<file path="src/rtl/tksel_pkg.sv">
// ----------------------------------------------------------------------------
// tksel_pkg
// Shared types and constants for the top-K largest selector.
// ----------------------------------------------------------------------------
package tksel_pkg;

  // Width of one Q16.16 sample
  localparam int unsigned SampleW = 32;
  // Width of the count register and of the keep limit
  localparam int unsigned CountW = 5;
  // Width of the rank output
  localparam int unsigned RankW = 4;
  // Most results one data set may emit
  localparam int unsigned ResultCap = 16;

  // Register map: word index of each register
  localparam logic RegTopCount = 1'b0;
  // Reset value of top_count
  localparam logic [CountW-1:0] TopCountRst = 5'd16;

  // Data passed between neighboring cells
  typedef struct packed {
    logic signed [SampleW-1:0] value;  // held value
    logic                      valid;  // entry held and inside the keep limit
    logic                      stay;   // entry >= incoming sample, keeps its place
  } link_t;

endpackage

</file>
<file path="src/rtl/tksel_cfg_regs.sv">
// ----------------------------------------------------------------------------
// tksel_cfg_regs
// APB-style register port holding the top_count register.
// ----------------------------------------------------------------------------
module tksel_cfg_regs (
  input  logic                             clk_i,
  input  logic                             rst_ni,
  input  logic                             psel,
  input  logic                             penable,
  input  logic                             pwrite,
  input  logic [2:0]                       paddr,
  input  logic [31:0]                      pwdata,
  output logic [31:0]                      prdata,
  output logic                             pready,
  output logic [tksel_pkg::CountW-1:0]     top_count_o
);

  logic [tksel_pkg::CountW-1:0] top_count_d, top_count_q;
  logic                         wr_en;
  logic                         sel_top;

  assign pready  = 1'b1;
  assign sel_top = (paddr[2] == tksel_pkg::RegTopCount);
  assign wr_en   = psel && penable && pwrite && pready && sel_top;

  // register write
  always_comb begin
    top_count_d = top_count_q;
    if (wr_en) begin
      top_count_d = pwdata[tksel_pkg::CountW-1:0];
    end
  end

  always_ff @(posedge clk_i or negedge rst_ni) begin
    if (!rst_ni) begin
      top_count_q <= tksel_pkg::TopCountRst;
    end else begin
      top_count_q <= top_count_d;
    end
  end

  // read back
  always_comb begin
    prdata = 32'd0;
    if (sel_top) begin
      prdata = {{(32 - tksel_pkg::CountW){1'b0}}, top_count_q};
    end
  end

  assign top_count_o = top_count_q;

endmodule

</file>
<file path="src/rtl/tksel_cell.sv">
// ----------------------------------------------------------------------------
// tksel_cell
// One slot of the sorted chain: keeps its value, takes the new sample or its
// upper neighbor's value on insert, and takes its lower neighbor on drain.
// ----------------------------------------------------------------------------
module tksel_cell (
  input  logic                                  clk_i,
  input  logic                                  rst_ni,
  input  logic                                  ins_i,       // insert a sample
  input  logic                                  shift_i,     // drain toward slot 0
  input  logic signed [tksel_pkg::SampleW-1:0]  sample_i,
  input  logic                                  in_limit_i,  // slot index below limit
  input  tksel_pkg::link_t                      prev_i,      // from the slot above
  input  tksel_pkg::link_t                      next_i,      // from the slot below
  output tksel_pkg::link_t                      link_o
);

  logic signed [tksel_pkg::SampleW-1:0] value_d, value_q;
  logic                                 valid_d, valid_q;
  logic                                 held;
  logic                                 stay;

  assign held = valid_q && in_limit_i;
  assign stay = held && (value_q >= sample_i);

  // next slot contents
  always_comb begin
    value_d = value_q;
    valid_d = valid_q;
    if (ins_i) begin
      if (!stay) begin
        value_d = prev_i.stay ? sample_i : prev_i.value;
      end
      valid_d = in_limit_i && (stay || prev_i.valid);
    end else if (shift_i) begin
      value_d = next_i.value;
      valid_d = next_i.valid;
    end
  end

  // payload, no reset
  always_ff @(posedge clk_i) begin
    value_q <= value_d;
  end

  always_ff @(posedge clk_i or negedge rst_ni) begin
    if (!rst_ni) begin
      valid_q <= 1'b0;
    end else begin
      valid_q <= valid_d;
    end
  end

  assign link_o.value = value_q;
  assign link_o.valid = held;
  assign link_o.stay  = stay;

endmodule

</file>
<file path="src/rtl/top_k_largest_selector_unit.sv">
// ----------------------------------------------------------------------------
// top_k_largest_selector_unit
// Keeps the largest top_count Q16.16 samples of a data set in a sorted chain
// of cells and emits them from largest down on the set's last sample.
// ----------------------------------------------------------------------------
// A sample is taken on any cycle with start high and busy low, and is sorted
// into the chain in that cycle, so samples without set_end go in at one per
// clock. A sample with set_end is sorted in likewise, then busy rises and the
// n kept values (1 <= n <= limit) leave through slot 0 at one per cycle, each
// shown for one cycle with result_strobe_o. The receiver cannot stall
// results. Equal values are kept within the limit, a later one below the
// earlier. top_count 0 acts as 1; values above MAX_KEPT or 16 are clamped.
// top_count must be written only while busy is low; the block does not
// enforce it.
// ----------------------------------------------------------------------------
module top_k_largest_selector_unit #(
  parameter int unsigned MAX_KEPT = 16
) (
  input  logic                                  clk_i,
  input  logic                                  rst_ni,
  // sample channel
  input  logic                                  start,
  output logic                                  busy,
  input  logic signed [tksel_pkg::SampleW-1:0]  sample_value_i,
  input  logic                                  set_end_i,
  // result channel
  output logic                                  result_strobe_o,
  output logic signed [tksel_pkg::SampleW-1:0]  ranked_value_o,
  output logic [tksel_pkg::RankW-1:0]           rank_index_o,
  output logic                                  final_flag_o,
  // configuration port
  input  logic                                  psel,
  input  logic                                  penable,
  input  logic                                  pwrite,
  input  logic [2:0]                            paddr,
  input  logic [31:0]                           pwdata,
  output logic [31:0]                           prdata,
  output logic                                  pready
);

  localparam int unsigned CapKept =
    (MAX_KEPT < tksel_pkg::ResultCap) ? MAX_KEPT : tksel_pkg::ResultCap;
  localparam logic [tksel_pkg::CountW-1:0] CapCount = tksel_pkg::CountW'(CapKept);

  logic [tksel_pkg::CountW-1:0] top_count;
  logic [tksel_pkg::CountW-1:0] limit;
  logic [MAX_KEPT-1:0]          in_limit;
  logic                         accept;
  logic                         emitting_d, emitting_q;
  logic [tksel_pkg::RankW-1:0]  rank_d, rank_q;
  logic                         last_beat;

  tksel_pkg::link_t lnk  [MAX_KEPT];
  tksel_pkg::link_t prv  [MAX_KEPT];
  tksel_pkg::link_t nxt  [MAX_KEPT];
  tksel_pkg::link_t head;
  tksel_pkg::link_t tail;

  // configuration register
  tksel_cfg_regs u_regs (
    .clk_i       (clk_i),
    .rst_ni      (rst_ni),
    .psel        (psel),
    .penable     (penable),
    .pwrite      (pwrite),
    .paddr       (paddr),
    .pwdata      (pwdata),
    .prdata      (prdata),
    .pready      (pready),
    .top_count_o (top_count)
  );

  // clamped keep limit
  always_comb begin
    if (top_count == '0) begin
      limit = tksel_pkg::CountW'(1);
    end else if (top_count > CapCount) begin
      limit = CapCount;
    end else begin
      limit = top_count;
    end
  end

  assign accept = start && !busy;

  // chain ends: slot 0 always takes the sample when it moves
  assign head = '{value: '0, valid: 1'b1, stay: 1'b1};
  assign tail = '{value: '0, valid: 1'b0, stay: 1'b0};

  // cell chain
  for (genvar i = 0; i < MAX_KEPT; i++) begin : g_cell
    if (i < CapKept) begin : g_lim
      assign in_limit[i] = (tksel_pkg::CountW'(i) < limit);
    end else begin : g_nolim
      assign in_limit[i] = 1'b0;
    end

    if (i == 0) begin : g_head
      assign prv[i] = head;
    end else begin : g_mid
      assign prv[i] = lnk[i-1];
    end

    if (i == MAX_KEPT - 1) begin : g_tail
      assign nxt[i] = tail;
    end else begin : g_body
      assign nxt[i] = lnk[i+1];
    end

    tksel_cell u_cell (
      .clk_i      (clk_i),
      .rst_ni     (rst_ni),
      .ins_i      (accept),
      .shift_i    (emitting_q),
      .sample_i   (sample_value_i),
      .in_limit_i (in_limit[i]),
      .prev_i     (prv[i]),
      .next_i     (nxt[i]),
      .link_o     (lnk[i])
    );
  end

  // drain control
  assign last_beat = emitting_q && !nxt[0].valid;

  always_comb begin
    emitting_d = emitting_q;
    rank_d     = rank_q;
    if (accept && set_end_i) begin
      emitting_d = 1'b1;
      rank_d     = '0;
    end else if (emitting_q) begin
      rank_d = rank_q + tksel_pkg::RankW'(1);
      if (last_beat) begin
        emitting_d = 1'b0;
        rank_d     = '0;
      end
    end
  end

  always_ff @(posedge clk_i or negedge rst_ni) begin
    if (!rst_ni) begin
      emitting_q <= 1'b0;
      rank_q     <= '0;
    end else begin
      emitting_q <= emitting_d;
      rank_q     <= rank_d;
    end
  end

  // result beat from slot 0
  assign busy            = emitting_q;
  assign result_strobe_o = emitting_q;
  assign ranked_value_o  = lnk[0].value;
  assign rank_index_o    = rank_q;
  assign final_flag_o    = last_beat;

  // checks
  a_head_valid : assert property (@(posedge clk_i) disable iff (!rst_ni)
    emitting_q |-> lnk[0].valid)
    else $error("draining with an empty head slot");

  a_end_starts_drain : assert property (@(posedge clk_i) disable iff (!rst_ni)
    accept && set_end_i |=> result_strobe_o && rank_index_o == '0)
    else $error("set end did not start a result run");

  a_rank_steps : assert property (@(posedge clk_i) disable iff (!rst_ni)
    result_strobe_o && !final_flag_o |=>
      result_strobe_o && rank_index_o == $past(rank_index_o) + tksel_pkg::RankW'(1))
    else $error("result run broke or rank skipped");

  a_final_ends : assert property (@(posedge clk_i) disable iff (!rst_ni)
    result_strobe_o && final_flag_o |=> !busy && !lnk[0].valid)
    else $error("chain not empty after last result");

endmodule

</file>
<file path="config.mk">
export PLATFORM = sky130hd
export DESIGN_NAME = top_k_largest_selector_unit
export DESIGN_NICKNAME = d
export VERILOG_FILES = /design/src/rtl/tksel_pkg.sv /design/src/rtl/tksel_cfg_regs.sv /design/src/rtl/tksel_cell.sv /design/src/rtl/top_k_largest_selector_unit.sv
export SDC_FILE = /design/constraint.sdc
export NUM_CORES = 2
export LEC_CHECK = 0
export ABC_AREA = 1
export BUFFER_PORTS_ARGS = -buffer_cell sky130_fd_sc_hd__buf_2
export CAP_MARGIN = 20
export CORE_MARGIN = 2
export CORE_UTILIZATION = 41
export CTS_CLUSTER_DIAMETER = 120
export DETAILED_ROUTE_END_ITERATION = 7
export HOLD_SLACK_MARGIN = 0.05
export PLACE_DENSITY = 0.64
export SLEW_MARGIN = 30
export SYNTH_ARGS = -nofsm -noshare
export SYNTH_HDL_FRONTEND = slang
export SYNTH_SLANG_ARGS = --single-unit
export TNS_END_PERCENT = 10
</file>
<file path="constraint.sdc">
create_clock -name clk_i -period 10.4 [get_ports clk_i]
set_input_delay 1.04 -clock clk_i [delete_from_list [all_inputs] [get_ports clk_i]]
set_output_delay 1.04 -clock clk_i [all_outputs]
set_load 0.02 [all_outputs]
</file>
==> flow_metrics.tcl <==
set metrics [dict create \
    die-height_um 320 \
    synthToLayoutAreaGrowth_pct 9.02 \
    yosysWarnings 0 \
    critical_path.startpoint_type "primary input" \
    route.detailed.drc 0 \
    cts_root_buffer "sky130_fd_sc_hd__clkbuf_16" \
    fin_crit_sh_pct 46.8 \
    slew_headroom_pct 43.9 \
    holdCritPathClass "in -> async" \
    ctsHoldBuffers 0 \
    synth_top_family_by_area "simple AND/OR/NAND/NOR gates" \
    report.final.setup_viol 0 \
    power.static_leakage_uw 0.0252 \
    portBuffers 88 \
    layout_commonest_cell "sky130_fd_sc_hd__nand2_1" \
    finalHoldViolations 0 \
    final_max_tran_viols 0 \
    synth_xor_area_share_pct 0.0428 \
    clock_sinks 538 \
    post_cts_resized 0 \
    register_bit_total_from_synthesis 538 \
    power.density_cell_area_nw_per_um2 332 \
    run_status "finished, final reports clean" \
    slowest_delay_ns 0.57 \
    slowest_stage "sky130_fd_sc_hd__inv_1" \
    cp_common_cell "sky130_fd_sc_hd__nand2_1" \
    numPlacedInstances 6863 \
    worstSetupStartpoint "sample_value_i[31]" \
    fin_ws_ns 5.54 \
    synth_area_sq_um 40900 \
    tightest_slew_ns 0.841 \
    drive_above_1_share_pct 5.04 \
    drtAntennaViolNets 0 \
    route.final.wire_length_mm 111 \
    layout.cells.most_common_list "2857 x sky130_fd_sc_hd__nand2_1, 638 x sky130_fd_sc_hd__inv_1, 513 x sky130_fd_sc_hd__ha_1" \
    fraction_of_the_mapped_netlist_area_in_compound_gates_pct 5.78 \
    drt_pass1_iterations 6 \
    worst_setup_hold_path_clk_slew_ns 0.06 \
    finalCriticalPeriod_ns 4.86 \
    worst_ep_arrival_time_ns 5.13 \
    ctsLongestPathBuffers 3 \
    drt-initial-drc-count 2472 \
    synth_cell_type_count 41 \
    grt_first_pass_wirelength_mm 178 \
    post_layout_nonfiller_instances 6986 \
    finalSetupTns_ns 0 \
    via_count_of_the_first_global_routing_pass 33638 \
    nets 6234 \
    floorplan.die.width_um 320 \
    clk_latency_ns 0.62 \
    synthAdderAreaFrac_pct 15.7 \
    grt_setup_unrepaired "false" \
    achievable-frequency_ghz 0.206 \
    cts_htree_levels 3 \
    crit_chain "buf_2 -> inv_1 -> ha_1 -> nand2_1 -> nor2_1 -> nand2_1 -> nor4_1 -> nand2_1 -> nand3_1 -> nand3_1 -> nand2_2 -> buf_4 -> nand2_2 -> nand2_1 -> buf_4" \
    clock_tree_from_tritoncts "done" \
    syn-mean-instance-area_sq_um 7.28 \
    max_cap_viol_count 0 \
    setup.worst_path.class "in -> reg" \
    tritoncts.num_buffers 68 \
    postCtsSetupBuffers 0 \
    cp-end-kind "register" \
    vias_per_cell 4.84 \
    gp_routability_congestion 0.860 \
    core-area_sq_um 98700 \
    synth_sequential_area_ratio_pct 39.1 \
    instance_count_of_the_mapped_netlist 5621 \
    floorplan.initialDensity_pct 41.5 \
    detailedPlace.worstSlack_ns 4.78 \
    yosys-mux-area-fraction_pct 0 \
    worst-r2r-cell-count 13 \
    worst_r2r_startpoint "g_cell[4].u_cell.value_q[31]$_DFFE_PP_" \
    post_synth_and_or_nand_nor_area_fraction_pct 30.7 \
    routed-via-count 33827 \
    skew_ns 0.0181 \
    peakVddDrop_mv 0.149 \
    placementRows 115 \
    floorplan.io_pins 146 \
    die-area_sq_um 102000 \
    number_of_antenna_violations_at_the_first_check_in_global_routing 7 \
    crit_required_ns 10.67 \
    hpwl_mm 86.3 \
    critical_path_peak_fanout 34 \
    maximum_number_of_pins_on_one_net_before_global_route_repair 221 \
    layout.core_utilization_pct 45.2 \
    global_route.overflow_total 0 \
    wl_per_cell_um 15.9 \
    groute.usage.overall_pct 21.7 \
]
[final timing paths]
| path | slack [ns] | endpoint |
|---|---|---|
| worst max-delay path | 5.54 | g_cell[4].u_cell.value_q[9]$_DFFE_PP_ |
| worst min-delay path | 0.45 | rank_index_o[1]$_DFFE_PN0P_ |
| worst max register to register | 6.20 | g_cell[4].u_cell.value_q[9]$_DFFE_PP_ |
| worst min register to register | 0.49 | g_cell[15].u_cell.valid_q$_DFFE_PN0P_ |
| max in group asynchronous | 9.49 | g_cell[2].u_cell.valid_q$_DFFE_PN0P_ |
| min in group clk_i | 0.49 | g_cell[15].u_cell.valid_q$_DFFE_PN0P_ |
[sequential cells by signal (all words and copies together), names as in the netlist]
signal	flops
g_cell.u_cell.valid_q	16
g_cell.u_cell.value_q	512
u_regs.top_count_o	5
busy	1
rank_index_o	4
[per-stage QoR]
stage               area, sq um  hold slack [ns]  total power (uW)
floorplan                 41000            0.449             10500
global placement          42500            0.462             12300
detailed placement        42500            0.475             12500
CTS                       44600            0.451             14900
global route              44600            0.504             16400
finish                    44600            0.453             14800
[synthesized netlist by cell type]
master                     number  area [sq um]
sky130_fd_sc_hd__conb_1         2          7.51
sky130_fd_sc_hd__and2_1         1          6.26
sky130_fd_sc_hd__nand4_1       44           275
sky130_fd_sc_hd__ha_1         513          6420
sky130_fd_sc_hd__o21a_1        29           218
sky130_fd_sc_hd__clkinv_1       1          3.75
sky130_fd_sc_hd__nor3_1        13          65.1
sky130_fd_sc_hd__a21o_1        11          82.6
sky130_fd_sc_hd__o21ai_0       94           470
sky130_fd_sc_hd__nor2_2         4          25.0
sky130_fd_sc_hd__nor4_2         2          25.0
sky130_fd_sc_hd__a22oi_1        2          15.0
sky130_fd_sc_hd__xor2_1         1          8.76
sky130_fd_sc_hd__dfrtp_1       25           626
sky130_fd_sc_hd__nand3_1       61           305
sky130_fd_sc_hd__nor2_4         2          22.5
sky130_fd_sc_hd__edfxtp_1     512         15400
sky130_fd_sc_hd__nor2_1       235           882
sky130_fd_sc_hd__nor3_2         1          10.0
sky130_fd_sc_hd__buf_2         52           260
sky130_fd_sc_hd__inv_2          9          33.8
sky130_fd_sc_hd__nand2_1     2862         10700
sky130_fd_sc_hd__and3_1         1          6.26
sky130_fd_sc_hd__a22o_1         1          8.76
sky130_fd_sc_hd__nand3b_1       4          30.0
sky130_fd_sc_hd__o21bai_1      12          90.1
sky130_fd_sc_hd__clkbuf_1     111           417
sky130_fd_sc_hd__o211ai_1       2          15.0
sky130_fd_sc_hd__a21boi_0       1          7.51
sky130_fd_sc_hd__dfstp_2        1          26.3
sky130_fd_sc_hd__nor3b_1        4          30.0
sky130_fd_sc_hd__o22ai_1        3          18.8
sky130_fd_sc_hd__inv_1        638          2390
sky130_fd_sc_hd__o21ai_1       36           180
sky130_fd_sc_hd__a21oi_1      248          1240
sky130_fd_sc_hd__xnor2_1        1          8.76
sky130_fd_sc_hd__buf_4         56           420
sky130_fd_sc_hd__nand2_2       19           119
sky130_fd_sc_hd__nor4_1         4          25.0
sky130_fd_sc_hd__a21oi_2        2          17.5
sky130_fd_sc_hd__nor3b_2        1          12.5
[area by class of cell]
type                       instances  area (sq um)
antenna                            1          2.50
fill                            9844         54100
inverter                         648          2440
tap                             1287          1610
clock buffer                      93          1910
clock inverter                    28           158
sequential                       538         16000
timing repair buffer             149           971
multi-input combinational       4242         21500
[metal layers]
metal	global-route usage [%]	routed length (um)
met1	28.1	50500
met3	2.21	5420
met4	7.75	3580
met2	37.6	51800
met5	0	34
[cells by family (layout without fill, tap and decap cells)]
family,Yosys count,after routing
other,2,29
and+or+nand+nor,3258,3258
buffers and inverters,867,918
adders and majority gates,513,513
DFF,538,538
AOI/OAI and AO/OA,441,441
xor gates and xnor gates,2,2
[power breakdown]
group / switching [uW] / internal, uW / total, uW
clock network: 963 / 1310 / 2270
registers: 834 / 4270 / 5100
logic: 4960 / 2490 / 7460
total: 6760 / 8070 / 14800
[worst max-delay path: cells and delay by family]
family	cells	cell delay [ns]
buf+inv	4	1.40
simple gates	10	2.28
fa+ha+maj	1	0.31
No activity file was read; power rests on OpenSTA's default activity.
